<file path="src/sv/bfs_pkg.sv">
// Shared types and constants for the blocking flow-shop sequencer.
// Used by the row unit, the top level and the testbench; no dependencies.
package bfs_pkg;

  localparam int DEF_MAX_JOBS     = 32;
  localparam int DEF_MAX_MACHINES = 16;
  localparam int DEF_TIME_BITS    = 16;

  localparam int CFG_INDEX_BITS = 2;
  localparam int CFG_DATA_BITS  = 6;

  localparam logic [CFG_INDEX_BITS-1:0] REG_JOB_COUNT     = 2'd0;
  localparam logic [CFG_INDEX_BITS-1:0] REG_MACHINE_COUNT = 2'd1;

  localparam logic CMD_LOAD = 1'b0;
  localparam logic CMD_RUN  = 1'b1;

  typedef struct packed {
    logic        command;
    logic [4:0]  job_index;
    logic [3:0]  machine_index;
    logic [15:0] proc_time;
    logic        use_start_job;
    logic [4:0]  start_job;
  } cmd_t;

  typedef struct packed {
    logic [4:0]  position;
    logic [4:0]  job;
    logic [31:0] makespan;
    logic        last;
  } rsp_t;

  typedef enum logic [2:0] {
    S_IDLE,
    S_PASS_START,
    S_RD,
    S_EX,
    S_END
  } state_t;

  typedef enum logic [1:0] {
    M_TOT,
    M_PL,
    M_CAND,
    M_CM
  } mode_t;

  typedef enum logic [2:0] {
    OP_NONE,
    OP_CLR,
    OP_SUM,
    OP_INIT,
    OP_EXT
  } row_op_t;

  typedef struct packed {
    row_op_t op;
    logic    wr;
    logic    k_last;
  } row_ctl_t;

endpackage

</file>
<file path="src/sv/bfs_row_unit.sv">
// Shared arithmetic unit: one machine step of a total-time sum, a first-job
// departure row or a blocking departure extension with its sigma. Uses bfs_pkg.
module bfs_row_unit
  import bfs_pkg::*;
#(
  parameter int MAX_MACHINES = DEF_MAX_MACHINES,
  parameter int TIME_BITS    = DEF_TIME_BITS,
  parameter int DW           = 42,
  parameter int SW           = 47,
  parameter int KW           = 5
) (
  input  logic                 clk,
  input  row_ctl_t             ctl,
  input  logic [KW-1:0]        k,
  input  logic [TIME_BITS-1:0] p,
  output logic [DW-1:0]        acc,
  output logic [SW-1:0]        sigma,
  output logic [DW-1:0]        last_val
);

  logic [DW-1:0] dep [0:MAX_MACHINES];
  logic [DW-1:0] cand;
  logic [DW-1:0] dep_k;
  logic [DW-1:0] p_ext;
  logic [DW-1:0] sum_val;
  logic [DW-1:0] acc_sum;
  logic [DW-1:0] nb;
  logic [DW-1:0] c_val;
  logic [KW-1:0] nb_idx;

  always_comb begin
    p_ext   = DW'(p);
    acc_sum = acc + p_ext;
    sum_val = cand + p_ext;
    nb_idx  = ctl.k_last ? k : k + KW'(1);
    nb      = ctl.k_last ? '0 : dep[nb_idx];
    if (ctl.k_last || sum_val > nb) begin
      c_val = sum_val;
    end else begin
      c_val = nb;
    end
  end

  always_ff @(posedge clk) begin
    case (ctl.op)
      OP_CLR: begin
        acc <= '0;
      end
      OP_SUM: begin
        acc      <= acc_sum;
        last_val <= acc_sum;
        if (ctl.wr) begin
          dep[k] <= acc_sum;
        end
      end
      OP_INIT: begin
        cand  <= dep[1];
        dep_k <= dep[1];
        sigma <= '0;
      end
      OP_EXT: begin
        sigma    <= sigma + SW'(c_val - dep_k - p_ext);
        dep_k    <= nb;
        cand     <= c_val;
        last_val <= c_val;
        if (ctl.wr) begin
          dep[k] <= c_val;
        end
      end
      default: begin
      end
    endcase
  end

endmodule

</file>
<file path="config.mk">
export PLATFORM = sky130hd
export DESIGN_NAME = bfs_row_unit
export DESIGN_NICKNAME = d
export VERILOG_FILES = /design/src/sv/bfs_pkg.sv /design/src/sv/bfs_row_unit.sv
export SDC_FILE = /design/constraint.sdc
export NUM_CORES = 2
export LEC_CHECK = 0
export BUFFER_PORTS_ARGS = -buffer_cell sky130_fd_sc_hd__buf_2
export CAP_MARGIN = 20
export CELL_PAD_IN_SITES_DETAIL_PLACEMENT = 0
export CELL_PAD_IN_SITES_GLOBAL_PLACEMENT = 1
export CORE_UTILIZATION = 57
export CTS_BUF_LIST = sky130_fd_sc_hd__clkbuf_16
export CTS_CLUSTER_DIAMETER = 40
export DETAILED_ROUTE_END_ITERATION = 7
export PLACE_DENSITY = 0.87
export SYNTH_ARGS = -nofsm -noshare
export SYNTH_HDL_FRONTEND = slang
export SYNTH_SLANG_ARGS = --single-unit
</file>
<file path="constraint.sdc">
create_clock -name clk -period 30.7 [get_ports clk]
set_input_delay 3.07 -clock clk [delete_from_list [all_inputs] [get_ports clk]]
set_output_delay 3.07 -clock clk [all_outputs]
set_load 0.1 [all_outputs]
</file>
; Word-level counts from Yosys, hierarchy flattened
; Memories as Yosys holds them, arrays and structs flattened.
; Index checks and enable logic that the tools add are counted.
[word_totals]
ff_bits = 215
latch_bits = 0
mem_count = 1
romBits = 0
mem_bits_rw = 714
[classes]
shifts = 0
multipliers = 0
div = 0
bitwise = 1
addsub = 6
n_lt_le_gt_ge = 1
muxes = 14
n_reduce_logical = 4
eq_ne = 4
[mem_list]
columns = name, words, width, read_ports, rd_ports_with_merged_regs, wr, line_no
row1 = dep, 17, 42, 2, 0, 1, bfs_row_unit.sv:21  ; logic [DW-1:0] dep [0:MAX_MACHINES];
[op_table]
columns = operator, count
row1 = 42-bit one-hot mux with 2 select lines, 4
row2 = 42-bit two-way mux, 3
row3 = 47-bit one-hot mux with 2 select lines, 1
row4 = 42-bit by 16-bit adder with 42-bit output, 2
row5 = 47-bit adder, 1
row6 = 43-bit by 17-bit subtractor with 44-bit output, 1
row7 = 42-bit by 42-bit subtractor with 43-bit output, 1
row8 = 42-bit greater-than comparator, 1
row9 = 3-bit by 2-bit == test with 1-bit output (second input constant), 2
row10 = 2-bit nonzero test, 3
row11 = 5-bit by 1-bit adder with 5-bit output (second input constant), 1
row12 = 1-bit two-way mux, 5
row13 = 5-bit two-way mux, 1
row14 = 3-bit by 1-bit == test with 1-bit output (second input constant), 1
row15 = 3-bit == test (second input constant), 1
row16 = 1-bit logical OR, 1
row17 = 1-bit bitwise OR, 1

; Depth between registers and ports, before layout
; An unclocked memory read counts as a cell.
[logic_depth]
depth_word = 11
mapped_depth = 57

; Worst setup path before layout
; No wires, ideal clock.
[synth_path]
path_type = input-to-reg
startpoint = input port k[0]
endpoint = register sigma[45] (data pin)
required_ns = 30.434
slack_ns = 17.008
n_path_buf = 3
t_arrival_ns = 13.426
cell_stages = 45
setup_time_ns = 0.266
cell_sequence = xnor2_1 > clkbuf_1 > buf_1 > mux4_2 > mux4_2 > nand2_1 > a21oi_1 > inv_1 > ha_1 > nand4_1 > nor2_1 > a21o_1 > a2111oi_0 > o221ai_1 > a311oi_1 > a21o_1 > nand2_1 > clkbuf_1 > (+9 left out) > o41ai_2 > a31oi_1 > a31oi_1 > o21ai_0 > a2111oi_1 > nand4b_2 > or4_1 > xnor2_1 > ha_1 > nand2_1 > o21ai_0 > a21o_1 > a21o_1 > a21o_1 > a21o_1 > a31o_2 > a311oi_1 > mux2i_1
[synth_via]
elab_chain_cells = 11
[synth_lines]
columns = item, line_no
row1 = "start, declared", bfs_row_unit.sv:14  ; input logic [KW-1:0] k,
row2 = 5-bit by 1-bit adder with 5-bit output, bfs_row_unit.sv:35  ; nb_idx = ctl.k_last ? k : k + KW'(1);
row3 = 5-bit two-way mux (*), bfs_row_unit.sv:35
row4 = memory read 17 x 42 bit (*), n/a
row5 = 42-bit two-way mux (*), bfs_row_unit.sv:36  ; nb = ctl.k_last ? '0 : dep[nb_idx];
row6 = 42-bit greater-than comparator, bfs_row_unit.sv:37  ; if (ctl.k_last || sum_val > nb) begin
row7 = 1-bit logical OR, bfs_row_unit.sv:37
row8 = 42-bit two-way mux (*), bfs_row_unit.sv:37
row9 = 42-bit by 42-bit subtractor with 43-bit output (*), bfs_row_unit.sv:62  ; sigma <= sigma + SW'(c_val - dep_k - p_ext);
row10 = 43-bit by 17-bit subtractor with 44-bit output (*), bfs_row_unit.sv:62
row11 = 47-bit adder (*), bfs_row_unit.sv:62
row12 = 47-bit one-hot mux with 2 select lines (*), bfs_row_unit.sv:45  ; case (ctl.op)
row13 = "end signal, assigned", bfs_row_unit.sv:62
row14 = "end, declared", bfs_row_unit.sv:17  ; output logic [SW-1:0] sigma,
; Mark *: on every way between the ends. The rest lies on a longest branch, timed or not.
; A chain may end at the register's enable or synchronous reset.

; Worst setup path in the final report
[layout_path]
startpoint = input port ctl[0] (netlist name)
endpoint = register sigma[46] (data pin)
[layout_via]
elab_chain_cells = 10
[layout_lines]
columns = item, line_no
row1 = "start, declared", bfs_row_unit.sv:13  ; input row_ctl_t ctl,
row2 = 5-bit two-way mux, bfs_row_unit.sv:35
row3 = memory read 17 x 42 bit, n/a
row4 = 42-bit two-way mux, bfs_row_unit.sv:36
row5 = 42-bit greater-than comparator, bfs_row_unit.sv:37
row6 = 1-bit logical OR, bfs_row_unit.sv:37
row7 = 42-bit two-way mux (*), bfs_row_unit.sv:37
row8 = 42-bit by 42-bit subtractor with 43-bit output (*), bfs_row_unit.sv:62
row9 = 43-bit by 17-bit subtractor with 44-bit output (*), bfs_row_unit.sv:62
row10 = 47-bit adder (*), bfs_row_unit.sv:62
row11 = 47-bit one-hot mux with 2 select lines (*), bfs_row_unit.sv:45
; Marks and branches as above.

==> flow_summary_export.csv <==
group,metric,value,unit
outcome,status,"finished, final reports clean",
route,postRouteAntennaNets,0,
layout,finalNetCount,3764,
clock_network,postCtsHoldBufs,0,
layout,mostFrequentLayoutCell,"edfxtp_1",
critical_path,regToRegSetupSlack,17.02,ns
critical_path,timing.critical_path.slowest_stage_cell,"a2111oi_1",
yosys,async_reset_ff_share,0,%
floorplan,core_area,0.07952,sq mm
power,power_density,75.11,mW/mm^2
clock_network,clock_root_buffer,"clkbuf_16",
sta,setup_violators_final,0,
floorplan,die_outline_area,0.08212,sq mm
critical_path,cp_num_buf_inv,7,
sta,maxSlewViolCount,0,
critical_path,critical_path.reg2reg.startpoint,"cand[0]",
yosys,synth_enable_flop_cells,929,
critical_path,crit_family,"compound AO/OA/AOI/OAI gates",
sta,worst_slew_margin_rel,19.50,%
route,iter_0_drt_violations,3650,
clock_network,cts_bufs_inserted,119,
layout,antenna-diode-count,0,
clock_network,max-clock-path-buffers,3,
layout,layout_common_cells,"929 x edfxtp_1, 288 x nand2_1, 222 x nor2_1",
layout,layout_overhead_on_the_synthesized_area,14.19,%
critical_path,longest_individual_stage_delay_on_the_worst_path,0.97,ns
sta,worst_slew_pin_slew,1.207,ns
yosys,syn_area,0.04616,sq mm
layout,fillCellCount,5388,
sta,period_minus_slack,16.72,ns
critical_path,worst-r2r-cell-count,47,
floorplan,io_pins,158,
critical_path,r2r-end,"sigma[46]",
global_routing,antenna_found_initial,3,
floorplan,initial_utilization,58.05,%
yosys,synth_cell_types,86,
place,numPortBuffers,157,
global_routing,grt_max_degree,169,
sta,timing.clock.skew,0.06747,ns
route,drt-vias-per-instance,6.514,
sta,totalNegativeSetupSlack,0,ns
global_routing,grt_pass1_wl,195600,microns
power,power.static_leakage,0.01939,uW
floorplan,placement_rows,103,
place,pre_cts_ws,13.45,ns
yosys,syn_avg_cell_area,13.94,sq um
hold_path,worst_hold_path.num_cells,2,
clock_network,cts.sink_count,929,
route,routedWlPerCell,28.25,microns
global_routing,total_global_route_track_usage,32.37,%
hold_path,worst_hold_startpoint,"dep[1][1]",
clock_network,post_cts_resized,0,
power,report.power.total,3959,uW
route,dr_total_vias,30629,
yosys,synth.yosys.seq_area_share,60.44,%
floorplan,die_x,286.6,microns
global_routing,grt.overflow.total,0,
hold_path,hold_class,"reg2reg",
flow_run,drv_cap,0,
sta,fmax,0.05983,GHz
critical_path,critPathLaunchType,"input pin",
layout,regArea,0.02790,sq mm
layout,drive_above_1_share,19.06,%
sta,hold-worst-slack,0.5998,ns
place,gp_congestion,0.9692,
global_routing,via_count_of_the_first_global_routing_pass,30675,
place,placed_cells,4473,
clock_network,clock_insertion_delay_worst_skew,0.71,ns
sta,final_hold_viol_count,0,
route,drt-total-wl,132800,microns
hold_path,timing.hold.worst_endpoint,"dep_k[1]",
clock_network,clkTransAtPathRegs,0.05,ns
yosys,yosysWarnings,0,
sta,postLayoutSetupSlackWorst,13.98,ns
place,detailed_place_hpwl,83300,microns
critical_path,worst-endpoint-arrival,17.11,ns
critical_path,path_class,"in2reg",
clock_network,cts_tree,"yes",
critical_path,cp-end-kind,"flip-flop",
sta,finalCritPeriodShare,54.45,%
yosys,ys_ff_latch,929,
route,drc_errors,0,
clock_network,htree_num_levels,3,
critical_path,timing.critical_path.required,31.10,ns
clock_network,post_cts_buffers,0,
route,detailedRoute.firstPassIterationCount,5,
layout,multi_input_gate_area,0.01736,sq mm
yosys,synth_fp_nets,3528,
yosys,ys.flop_type,"edfxtp_1",
sta,setup_repair_after_global_routing_missed_its_margin,"no",
yosys,postSynthCellCount,3312,
critical_path,crit_fanout,122,
power,irDropWorstVdd,0.00005796,V
layout,post_layout_nonfiller_instances,4702,
floorplan,die-height,286.6,microns
==> per-stage QoR <==
| stage | utilization, % | instance area, sq um |
|---|---|---|
| floorplan | - | 46160 |
| global placement | 61.05 | 48550 |
| global route | 66.29 | 52710 |
| detailed placement | 61.13 | 48610 |
| CTS | 66.24 | 52670 |
| finish | 66.29 | 52710 |
==> per-layer routing <==
metal	vias to the layer above	global-route usage (%)	share of wire, %
met4	2	13.02	4.1
met2	1931	52.87	48
met5	-	0	0.0098
li1	13230	-	-
met3	324	5.660	10
met1	15142	43.31	38
==> report_power, final <==
part / switching (uW) / total, uW / internal (uW)
sequential: 12.7 / 1460 / 1450
combinational: 693 / 1090 / 397
clock: 572 / 1410 / 834
total: 1280 / 3960 / 2680
==> worst min-delay path: cells and delay by family (launching register included) <==
family	cells	cell delay [ns]
compound gates	1	0.06
flops	1	0.37
simple gates	1	0.06
==> cell families after synthesis <==
| kind of cell | Yosys count | synth area share [%] |
|---|---|---|
| DFF | 929 | 60.44 |
| and+or+nand+nor | 809 | 8.170 |
| AOI/OAI and AO/OA | 643 | 8.850 |
| buffers and inverters | 296 | 2.456 |
| muxes | 267 | 11.49 |
| adders and majority gates | 189 | 5.205 |
| xor gates and xnor gates | 179 | 3.396 |
==> cell usage after synthesis (all sizes together) (18+ instances only) <==
| cell | instances | area [sq um] |
|---|---|---|
| o21ai | 157 | 789.5 |
| nor3 | 34 | 175.2 |
| mux4 | 210 | 4730 |
| and2 | 31 | 196.4 |
| o21bai | 18 | 135.1 |
| clkbuf | 87 | 326.6 |
| a22oi | 23 | 172.7 |
| inv | 173 | 649.4 |
| nor2 | 239 | 897.1 |
| and3 | 29 | 181.4 |
| a21oi | 196 | 980.9 |
| mux2i | 56 | 560.5 |
| xnor2 | 107 | 937.2 |
| ha | 184 | 2302 |
| nand2 | 292 | 1099 |
| nor2b | 28 | 175.2 |
| buf | 36 | 157.6 |
| a21o | 81 | 608.1 |
| edfxtp | 929 | 27900 |
| xor2 | 72 | 630.6 |
| nand3 | 41 | 205.2 |
| a211oi | 22 | 175.2 |
| nand4 | 24 | 150.1 |
| nand2b | 21 | 131.4 |
| o21a | 20 | 150.1 |
==> state kept, by name, summed over array words and instances, names as in the netlist <==
register,cells
dep,714
sigma,47
cand,42
dep_k,42
last_val,42
acc,42
==> worst max-delay path by stage <==
stage	from	cells past startpoint	to
2_1_floorplan	k[0]	45	sigma[45]
5_1_grt	ctl[0]	48	sigma[46]
3_3_place_gp	ctl[0]	46	sigma[44]
4_1_cts	ctl[0]	46	sigma[46]
6_report	ctl[0]	46	sigma[46]
3_5_place_dp	ctl[0]	46	sigma[44]
==> layout make-up <==
cell class / instances / area share (%)
clock buffers: 119 / 5.650
clock inverters: 106 / 2.065
inverters: 173 / 1.232
multi-input cells: 2087 / 32.94
flip-flops and latches: 929 / 52.93
well taps: 1050 / 2.493
repair buffers: 238 / 2.692
Note: power is estimated with default switching activity, not from simulation.
